### config.mk
export PLATFORM = sky130hd
export DESIGN_NAME = imm_ram
export DESIGN_NICKNAME = d
export VERILOG_FILES = /design/src/rtl/core/imm_ram.sv
export SDC_FILE = /design/constraint.sdc
export NUM_CORES = 2
export LEC_CHECK = 0
export BUFFER_PORTS_ARGS = -buffer_cell sky130_fd_sc_hd__buf_4
export CAP_MARGIN = 20
export CORE_ASPECT_RATIO = 1.75
export CORE_UTILIZATION = 40
export CTS_CLUSTER_SIZE = 30
export DETAILED_ROUTE_END_ITERATION = 7
export SYNTH_ARGS = -nofsm -noshare
export SYNTH_HDL_FRONTEND = slang
export SYNTH_SLANG_ARGS = --single-unit
### constraint.sdc
create_clock -name clk -period 3.25 [get_ports clk]
set_input_delay 0.325 -clock clk [delete_from_list [all_inputs] [get_ports clk]]
set_output_delay 0.325 -clock clk [all_outputs]
set_load 0.01 [all_outputs]
### src/rtl/core/imm_ram.sv
`timescale 1ns / 1ps
// imm_ram: one write port, one read port memory with registered read data
// no dependencies

module imm_ram #(
	parameter int DEPTH = 64,
	parameter int WIDTH = 32,
	localparam int AW = $clog2(DEPTH)
) (
	input  logic             clk,
	input  logic             we,
	input  logic [AW-1:0]    waddr,
	input  logic [WIDTH-1:0] wdata,
	input  logic [AW-1:0]    raddr,
	output logic [WIDTH-1:0] rdata
);

	logic [WIDTH-1:0] mem [DEPTH];

	// write port
	always_ff @(posedge clk) begin
		if (we) begin
			mem[waddr] <= wdata;
		end
	end

	// registered read port
	always_ff @(posedge clk) begin
		rdata <= mem[raddr];
	end

endmodule

==> results.yml <==
global_route:
  grt_pass1_wl_um: 298000
  antenna_found_initial: 18
  grt_pass1_vias: 38500
  gr-usage-all-layers: 0.218
  overflow: 0
  grt_max_degree: 66
timing:
  post-route-period-util: 0.773
  hold_viol_final: 0
  worst_pin_slew_ns: 1.18
  fmax_mhz: 398
  slew-limit-headroom: 0.216
  fin_crit_ns: 2.51
  setup_violations: 0
  skew_ns: 0.0305
  drv_slew: 0
  rsz0062_at_grt: "no"
  finalSetupTns_ns: 0
synth:
  netlist.top_cell.by_area: "edfxtp_1"
  synth.distinct_cells: 34
  yosys_warnings: 0
  synth_top_area_frac: 0.783
  avgSynthCellArea_um2: 23.6
  synth_flop_cell: "edfxtp_1"
  netlist_top_cells_area: "edfxtp_1, mux4_2, mux2i_1, dfxtp_1, o22ai_1"
  syn_area_um2: 78500
  synth_edf_count: 2048
  syn_inst: 3324
  synth_seq_area_share: 0.791
  ys_ff_latch: 2080
  synth_nets: 3370
  synth-async-reset-ratio: 0
drt:
  vias: 36800
  via_per_inst: 5.78
  route.detailed.wl_per_inst_um: 33.5
  drc: 0
  ant_nets: 0
  drt_pass1_iterations: 7
  drt_iter0_markers: 3737
  wirelength_um: 214000
clock_tree:
  cts.path.max_buffers: 4
  cts_setup_buffers: 0
  post_cts_resized: 0
  clock-root-buffer: "clkbuf_16"
  cts_tree: "done"
  cts_made_buffers: 180
  cts.clk_slew.worst_paths_ns: 0.07
  clkLatencyLatePin_ns: 0.82
  hold_buffers: 0
  htreeDepth: 4
  clock-sinks: 2080
worst_setup_path:
  r2r-end: "rdata[22]$_DFF_P_"
  path_depth: 7
  cp_num_buf_inv: 2
  critPathTopFamily: "compound AO/OA/AOI/OAI gates"
  r2r_slack_ns: 0.91
  critPathMaxStageDelay_ns: 0.95
  path_class: "primary input to flop"
  start_kind: "primary input"
  crit_slowest_cell: "a21oi_1"
  reg2reg_depth: 4
  cp_max_fo: 24
  r2r_start: "mem[12][22]$_DFFE_PP_"
  end_kind: "flop"
  cp_data_required_time_ns: 4.00
  crit_chain: "buf_4, nand2b_2, buf_4, o221ai_1, a21oi_1, a21oi_1, nor2_1"
  worstPathArrival_ns: 3.26
power_and_ir_drop:
  swShare: 0.214
  ir_worst_vdd_uv: 429
  p_comb_frac: 0.058
  p_switching_mw: 11.5
  pwr-share-clk: 0.390
  pwr-share-seq: 0.552
  power_leakage_nw: 27.9
  p_per_area_nw_per_um2: 598
  internal_power_mw: 42.4
finish:
  syn_to_final_growth_pct: 15.0
  layout.nets: 3678
  post-route-util: 0.464
  final_cells: 6370
  layout-drive-gt1-share: 0.310
min_path:
  min_from: "wdata[30]"
  min_path_cells: 1
  hold_class: "primary input to flop"
  min_to: "mem[43][30]$_DFFE_PP_"
place:
  gp_congestion: 0.802
  hpwl_um: 125000
  port_buffers: 77
  dp.cells: 6042
floorplanning:
  start_util: 0.403
  die_height_um: 588
  die_w_um: 337
  core_um2: 195000
  rows: 214
  die-area_um2: 198000
  ios: 78
flow_run:
  max_cap_violations: 0
run_status:
  status: "finished, final reports clean"
[per-stage QoR]
stage | area [um2] | hold WS [ns] | power, mW | setup WS (ns)
floorplan | 78500 | 0.424 | 31.8 | 0.273
global placement | 84600 | 0.719 | 33.6 | -0.359
detailed placement | 84600 | 0.714 | 33.6 | -0.0227
CTS | 90300 | 0.0282 | 54.4 | 0.851
global route | 90300 | 0.0764 | 55.3 | 0.819
finish | 90300 | 0.0501 | 54.0 | 0.738
[registers in the layout, indices dropped and copies added (netlist names)]
signal,cells
rdata,32
mem,2048
[worst max-delay path by stage]
stage | from | endpoint | slack (ns)
after detailed placement | raddr[5] | rdata[7]$_DFF_P_ | -0.02
after CTS | raddr[5] | rdata[7]$_DFF_P_ | 0.85
after global routing | mem[13][22]$_DFFE_PP_ | rdata[22]$_DFF_P_ | 0.82
after floorplan | waddr[5] | mem[39][0]$_DFFE_PP_ | 0.27
final | raddr[5] | rdata[7]$_DFF_P_ | 0.74
after global placement | raddr[3] | rdata[23]$_DFF_P_ | -0.36
[cell families (layout without fill, tap and decap cells)]
family | count (synthesis) | in the layout | synth area share
other | 0 | 12 | 0
and+or+nand+nor | 223 | 223 | 0.0127
muxes | 637 | 637 | 0.168
DFF | 2080 | 2080 | 0.791
buffers and inverters | 182 | 624 | 0.0113
AOI/OAI and AO/OA | 202 | 202 | 0.0167
[layer usage]
metal | up-vias | global-route usage | share of wire
li1 | 14900 | - | -
met1 | 20200 | 0.258 | 0.35
met2 | 1382 | 0.392 | 0.54
met3 | 342 | 0.0255 | 0.061
met4 | 16 | 0.101 | 0.052
met5 | - | 0 | 0.00045
[cells in the final DEF (no fill, tap or decap), types with 3 or more instances in the layout]
master	n
nor2b_1	15
buf_4	230
nand2_1	26
or3_1	3
o32ai_1	4
a41o_1	4
a311oi_1	8
a22oi_1	12
clkinv_1	42
nor2_1	75
buf_12	72
and3_1	4
inv_6	3
a21oi_1	60
dfxtp_1	32
o22ai_1	84
nand3_1	5
or3b_2	3
clkinv_2	31
bufinv_16	13
diode_2	12
nand3b_1	5
nor3_1	5
nor2_4	62
clkbuf_16	185
edfxtp_1	2048
clkbuf_1	28
buf_8	4
clkbuf_8	7
mux4_2	544
clkinvlp_4	3
mux2i_1	93
o221ai_1	27
nand2b_1	7
[cell usage after synthesis (all sizes together) (7+ instances only)]
cell type	n
a22oi	12
o221ai	27
nor2b	15
clkbuf	74
mux2i	93
a311oi	8
dfxtp	32
edfxtp	2048
nor2	137
o22ai	84
a21oi	62
nand2b	8
buf	108
mux4	544
nand2	26
nor3	7
[final cells by class]
class / instances / area [um2]
Antenna cell: 12 / 30.0
Clock buffer: 220 / 4830
Clock inverter: 96 / 802
Fill cell: 15900 / 104000
Multi-Input combinational cell: 1062 / 16000
Sequential cell: 2080 / 62100
Tap cell: 2592 / 3240
Timing Repair Buffer: 308 / 3250
[power groups by stage]
| stage | clock (mW) | sequential, mW | combinational [mW] |
|---|---|---|---|
| CTS | 21.4 | 29.8 | 3.19 |
| detailed placement | 0 | 30.4 | 3.18 |
| floorplan | 0 | 30.3 | 1.44 |
| global placement | 0 | 30.4 | 3.14 |
| finish | 21.0 | 29.8 | 3.12 |
| global route | 22.3 | 29.8 | 3.25 |
Power figures use the tool's default switching activity.
