File: src/rtl/core/imm_pkg.sv
`timescale 1ns / 1ps
// imm_pkg: shared types and constants of the integer matrix multiply unit
// no dependencies; imported by the mac unit and the top level, payload types fill the stream interface

package imm_pkg;

	// element and result data width
	localparam int DATA_W = 32;
	// configuration register width and register index width
	localparam int CFG_W  = 4;
	localparam int CFG_IDX_W = 2;
	// width of the row and column index fields on the result channel
	localparam int POS_W  = 3;

	typedef enum logic [1:0] {
		MODE_LOAD_A  = 2'd0,
		MODE_LOAD_B  = 2'd1,
		MODE_PRODUCT = 2'd2
	} mode_t;

	typedef enum logic [1:0] {
		STATUS_OK         = 2'd0,
		STATUS_MISMATCH   = 2'd1,
		STATUS_NOT_LOADED = 2'd2
	} status_t;

	typedef enum logic [CFG_IDX_W-1:0] {
		CFG_A_ROWS = 2'd0,
		CFG_A_COLS = 2'd1,
		CFG_B_ROWS = 2'd2,
		CFG_B_COLS = 2'd3
	} cfg_reg_t;

	typedef enum logic [1:0] {
		ST_IDLE,
		ST_RUN,
		ST_DRAIN,
		ST_DONE
	} seq_state_t;

	typedef struct packed {
		mode_t                     mode;
		logic signed [DATA_W-1:0]  element_value;
	} cmd_payload_t;

	typedef struct packed {
		logic signed [DATA_W-1:0]  product_value;
		logic [POS_W-1:0]          row_index;
		logic [POS_W-1:0]          col_index;
		logic                      last_element;
		status_t                   status;
	} res_payload_t;

	// sequencer to mac unit
	typedef struct packed {
		logic clear;
		logic issue;
	} mac_ctrl_t;

	// mac unit to sequencer
	typedef struct packed {
		logic busy;
	} mac_stat_t;

endpackage

File: src/rtl/core/imm_mac.sv
`timescale 1ns / 1ps
// imm_mac: shared multiply-accumulate unit, one term per issued read
// depends on imm_pkg (mac_ctrl_t, mac_stat_t, DATA_W)

module imm_mac import imm_pkg::*; (
	input  logic              clk,
	input  logic              arst_n,
	input  mac_ctrl_t         ctrl,
	input  logic [DATA_W-1:0] a,
	input  logic [DATA_W-1:0] b,
	output mac_stat_t         stat,
	output logic [DATA_W-1:0] acc
);

	logic              rd_s1;
	logic              mul_s2;
	logic [DATA_W-1:0] prod_d;
	logic [DATA_W-1:0] prod_s2;
	logic [DATA_W-1:0] acc_q;

	// low half of the product is all that survives the wrap
	assign prod_d = a * b;

	// term valid pipeline: read data, then product
	always_ff @(posedge clk or negedge arst_n) begin
		if (!arst_n) begin
			rd_s1  <= 1'b0;
			mul_s2 <= 1'b0;
		end else begin
			rd_s1  <= ctrl.issue;
			mul_s2 <= rd_s1;
		end
	end

	// product register and accumulator
	always_ff @(posedge clk) begin
		if (rd_s1) begin
			prod_s2 <= prod_d;
		end
		if (ctrl.clear) begin
			acc_q <= '0;
		end else if (mul_s2) begin
			acc_q <= acc_q + prod_s2;
		end
	end

	assign stat.busy = rd_s1 | mul_s2;
	assign acc       = acc_q;

endmodule

File: config.mk
export PLATFORM = sky130hd
export DESIGN_NAME = imm_mac
export DESIGN_NICKNAME = d
export VERILOG_FILES = /design/src/rtl/core/imm_pkg.sv /design/src/rtl/core/imm_mac.sv
export SDC_FILE = /design/constraint.sdc
export NUM_CORES = 1
export LEC_CHECK = 0
export ABC_AREA = 1
export BUFFER_PORTS_ARGS = -buffer_cell sky130_fd_sc_hd__buf_4
export CORE_ASPECT_RATIO = 1.75
export CORE_UTILIZATION = 60
export CTS_CLUSTER_DIAMETER = 50
export DETAILED_ROUTE_END_ITERATION = 7
export PLACE_DENSITY = 0.78
export SLEW_MARGIN = 40
export SYNTH_ARGS = -nofsm -noshare
export SYNTH_HDL_FRONTEND = slang
export SYNTH_SLANG_ARGS = --single-unit
File: constraint.sdc
create_clock -name clk -period 4.7 [get_ports clk]
set_input_delay 0.235 -clock clk [delete_from_list [all_inputs] [get_ports clk]]
set_output_delay 0.235 -clock clk [all_outputs]
set_load 0.03 [all_outputs]
==> impl_results.md <==
* Status: complete, but fails checks
* Failing checks: setup timing
* TritonCTS Sinks at 66
* Mux contribution to synthesized area at 0%
* Via count at 19007
* Post-Syn Nets at 3386
* # setup viols final at 23
* Relative slew slack at 51.9%
* CTS Buf Count at 9
* CP startpoint kind: input port
* Synth top area share at 39.6%
* Antenna violations before repair at 0
* IO Pins at 101
* Critical path's largest stage delay at 0.63 ns
* Total Negative Setup Slacks at -26.55 ns
* Period utilization at 132%
* Multi-input logic area at 16700 sq um
* Wire per inst at 20.1 um
* Clk_skew at 0.00480 ns
* Req. time, crit path at 4.81 ns
* Synth Area in XOR/XNOR at 2.66%
* DP HPWL at 57.3 mm
* RSZ-0062 raised after global routing: true
* Share of flip-flops with an asynchronous set or reset at 3.03%
* Synth-to-Final Area Change at 25.0%
* CP Capture Type: flip-flop
* DRC violations left at 0
* Fraction of layout cells with a size suffix above 1 at 22.4%
* Chip Width at 142 um
* Kind of critical path: in2reg
* Htree depth at 3
* Crit-path cells: buf_6 -> buf_6 -> nand2_1 -> fa_1 -> fa_1 -> fa_1 -> inv_2 -> fa_2 -> ha_4 -> fa_1 -> fa_1 -> fa_1 -> ha_4 -> nand2_4 -> nor2_4 -> and3_4 -> nand4_1 -> nand3_2 -> nand3_2 -> nand2_2 -> nand4_1 -> nand2_1 -> xor2_1
* Vias in the first global route at 20537
* Largest net degree at the start of global routing at 35
* Core area at 33900 sq um
* Worst slew pin tran at 0.717 ns
* Main combinational cell family by area after synthesis: adder cells
* Remaining antenna violation count at 0
* Initial drt markers at 1093
* Crit path arrival time at 6.29 ns
* Post-Route WL at 70.3 mm
* Final Critical Period at 6.19 ns
* RD Place Congestion at 0.996
* Compound-gate portion of the synthesized area at 4.75%
* #FFs+latches synth at 66
* Number of enable flip-flop cells after synthesis at 32
* GRT Util Overall at 40.9%
* Final nets at 3673
* Crit-path most repeated cell: fa_1
* FP Rows at 89
* Placed cells at 3437
* CTS Buffer Depth at 2
* First-pass DRT Iterations at 6
* Pins Over Slew Limit at 0
* Hold WC Path Type: in2async
* Post-synthesis sequential area ratio at 7.99%
* Synth unique cells at 47
* Post-layout util at 76.3%
* First-pass GRT wire length at 105 mm
* Fillcell total at 2518
* Antenna diodes at 0
* Prevailing post-synth register cell: edfxtp_1
* Yosys Warn Count at 0
* Port Buffer Count at 100
* Reg area at 1650 sq um
* Fraction of the mapped netlist area in adder cells at 48.9%
* Syn_area_per_cell at 7.50 sq um
* Critical path's slowest cell: fa_2
* Initial Utilization at 61.1%
* CTS tree: yes
* FF-to-FF setup slack at 2.02 ns
* Post-Synth Simple-Gate Area at 18.7%
* Post-synth top cells: 802 x inv_1, 761 x nand2_1, 409 x fa_1
* Die area at 35200 sq um
* Final-report hold violation count at 0
* Max Fclk at 162 MHz
* Post-Layout Cell Count at 3502
* Clock latency on the worst-skew pair at 0.35 ns
* Vias/cell at 5.43
* Root Buffer Master: clkbuf_16
* Grt ovf at 0
* Main area contributors after synthesis: fa_1 40%, inv_1 15%, nand2_1 14%
* Crit-path max FO at 10
* Leading area contributor after synthesis: fa_1
* Die Y at 248 um
* Clock slew at reported path FFs at 0.06 ns
* Syn Inst Count at 2755
* Post-Syn Area at 20700 sq um
* Slack of the critical path at -1.49 ns
* Total of max-cap violations at 0
* Most common cell in the netlist: inv_1
final cells by class:
type	count	area share, %
clock buffers	10	0.886
well taps	455	2.20
multi-input cells	1772	64.7
inverters	802	11.7
repair buffers	391	13.8
flip-flops and latches	66	6.39
clock inverters	6	0.354
sequential cells by signal, indices dropped and copies added, names as in the netlist:
register and count:
acc 32, mul_s2 1, prod_s2 32, rd_s1 1
cell usage in the layout (no fill, tap or decap), types with 19 or more instances in the layout:
master / netlist / final
a21oi_1: 66 / 47
buf_4: 6 / 290
buf_6: 1 / 63
buf_8: 0 / 20
dfxtp_1: 32 / 32
edfxtp_1: 32 / 32
fa_1: 409 / 345
fa_2: 0 / 64
ha_1: 154 / 116
ha_4: 0 / 37
inv_1: 802 / 749
inv_2: 0 / 52
nand2_1: 761 / 712
nand2_2: 2 / 33
nand3_1: 67 / 62
nor2_1: 113 / 106
o21ai_0: 55 / 46
xnor2_1: 23 / 19
xor2_1: 38 / 36
worst paths after layout:
path                         start     endpoint  cells after the start
setup reg to reg            acc[0]      acc[24]                     15
setup / recovery             a[14]  prod_s2[29]                     23
max in group asynchronous   arst_n       mul_s2                      2
min in group clk           ctrl[1]       acc[0]                      2
hold / removal              arst_n        rd_s1                      2
hold reg to reg             acc[0]       acc[0]                      2
cell families after synthesis:
family,after synthesis
and+or+nand+nor,979
buffers and inverters,917
adders and majority gates,563
AOI/OAI and AO/OA,168
DFF,66
xor gates and xnor gates,62
routing by layer:
metal / GRT usage, % / wire, um / vias up
met5: 0 / 0 / -
met4: 50.2 / 10400 / 0
met3: 6.56 / 3720 / 469
met2: 73.9 / 36600 / 864
met1: 34.2 / 19500 / 9224
li1: - / - / 8450
what timing repair did:
item | 4_1_cts | 5_1_grt
gates cloned | 2 | 0
gates resized for setup | 221 | 153
pin swaps | 118 | 96
endpoints found under the hold margin | 3 | 0
buffers inserted | 34 | 14
hold buffers | 2 | 0
endpoints found under the setup margin | 23 | 24
critical path: cells and delay by family:
| family | cells | cell delay (ns) |
|---|---|---|
| simple gates | 10 | 1.29 |
| xor+xnor | 1 | 0.06 |
| fa+ha+maj | 9 | 4.32 |
| buf+inv | 3 | 0.36 |
through the flow:
step	instance area, sq um	setup slack, ns	hold slack, ns
global route	25800	-1.64	0.240
detailed placement	23700	-2.30	0.0177
CTS	25200	-1.42	0.192
global placement	23700	-2.29	0.0173
floorplan	21400	-1.41	-0.0606
finish	25800	-1.49	0.224
Power is left out: the tool's default activity adds up to more than one toggle a clock period on the data nets, which glitch-free logic cannot reach.
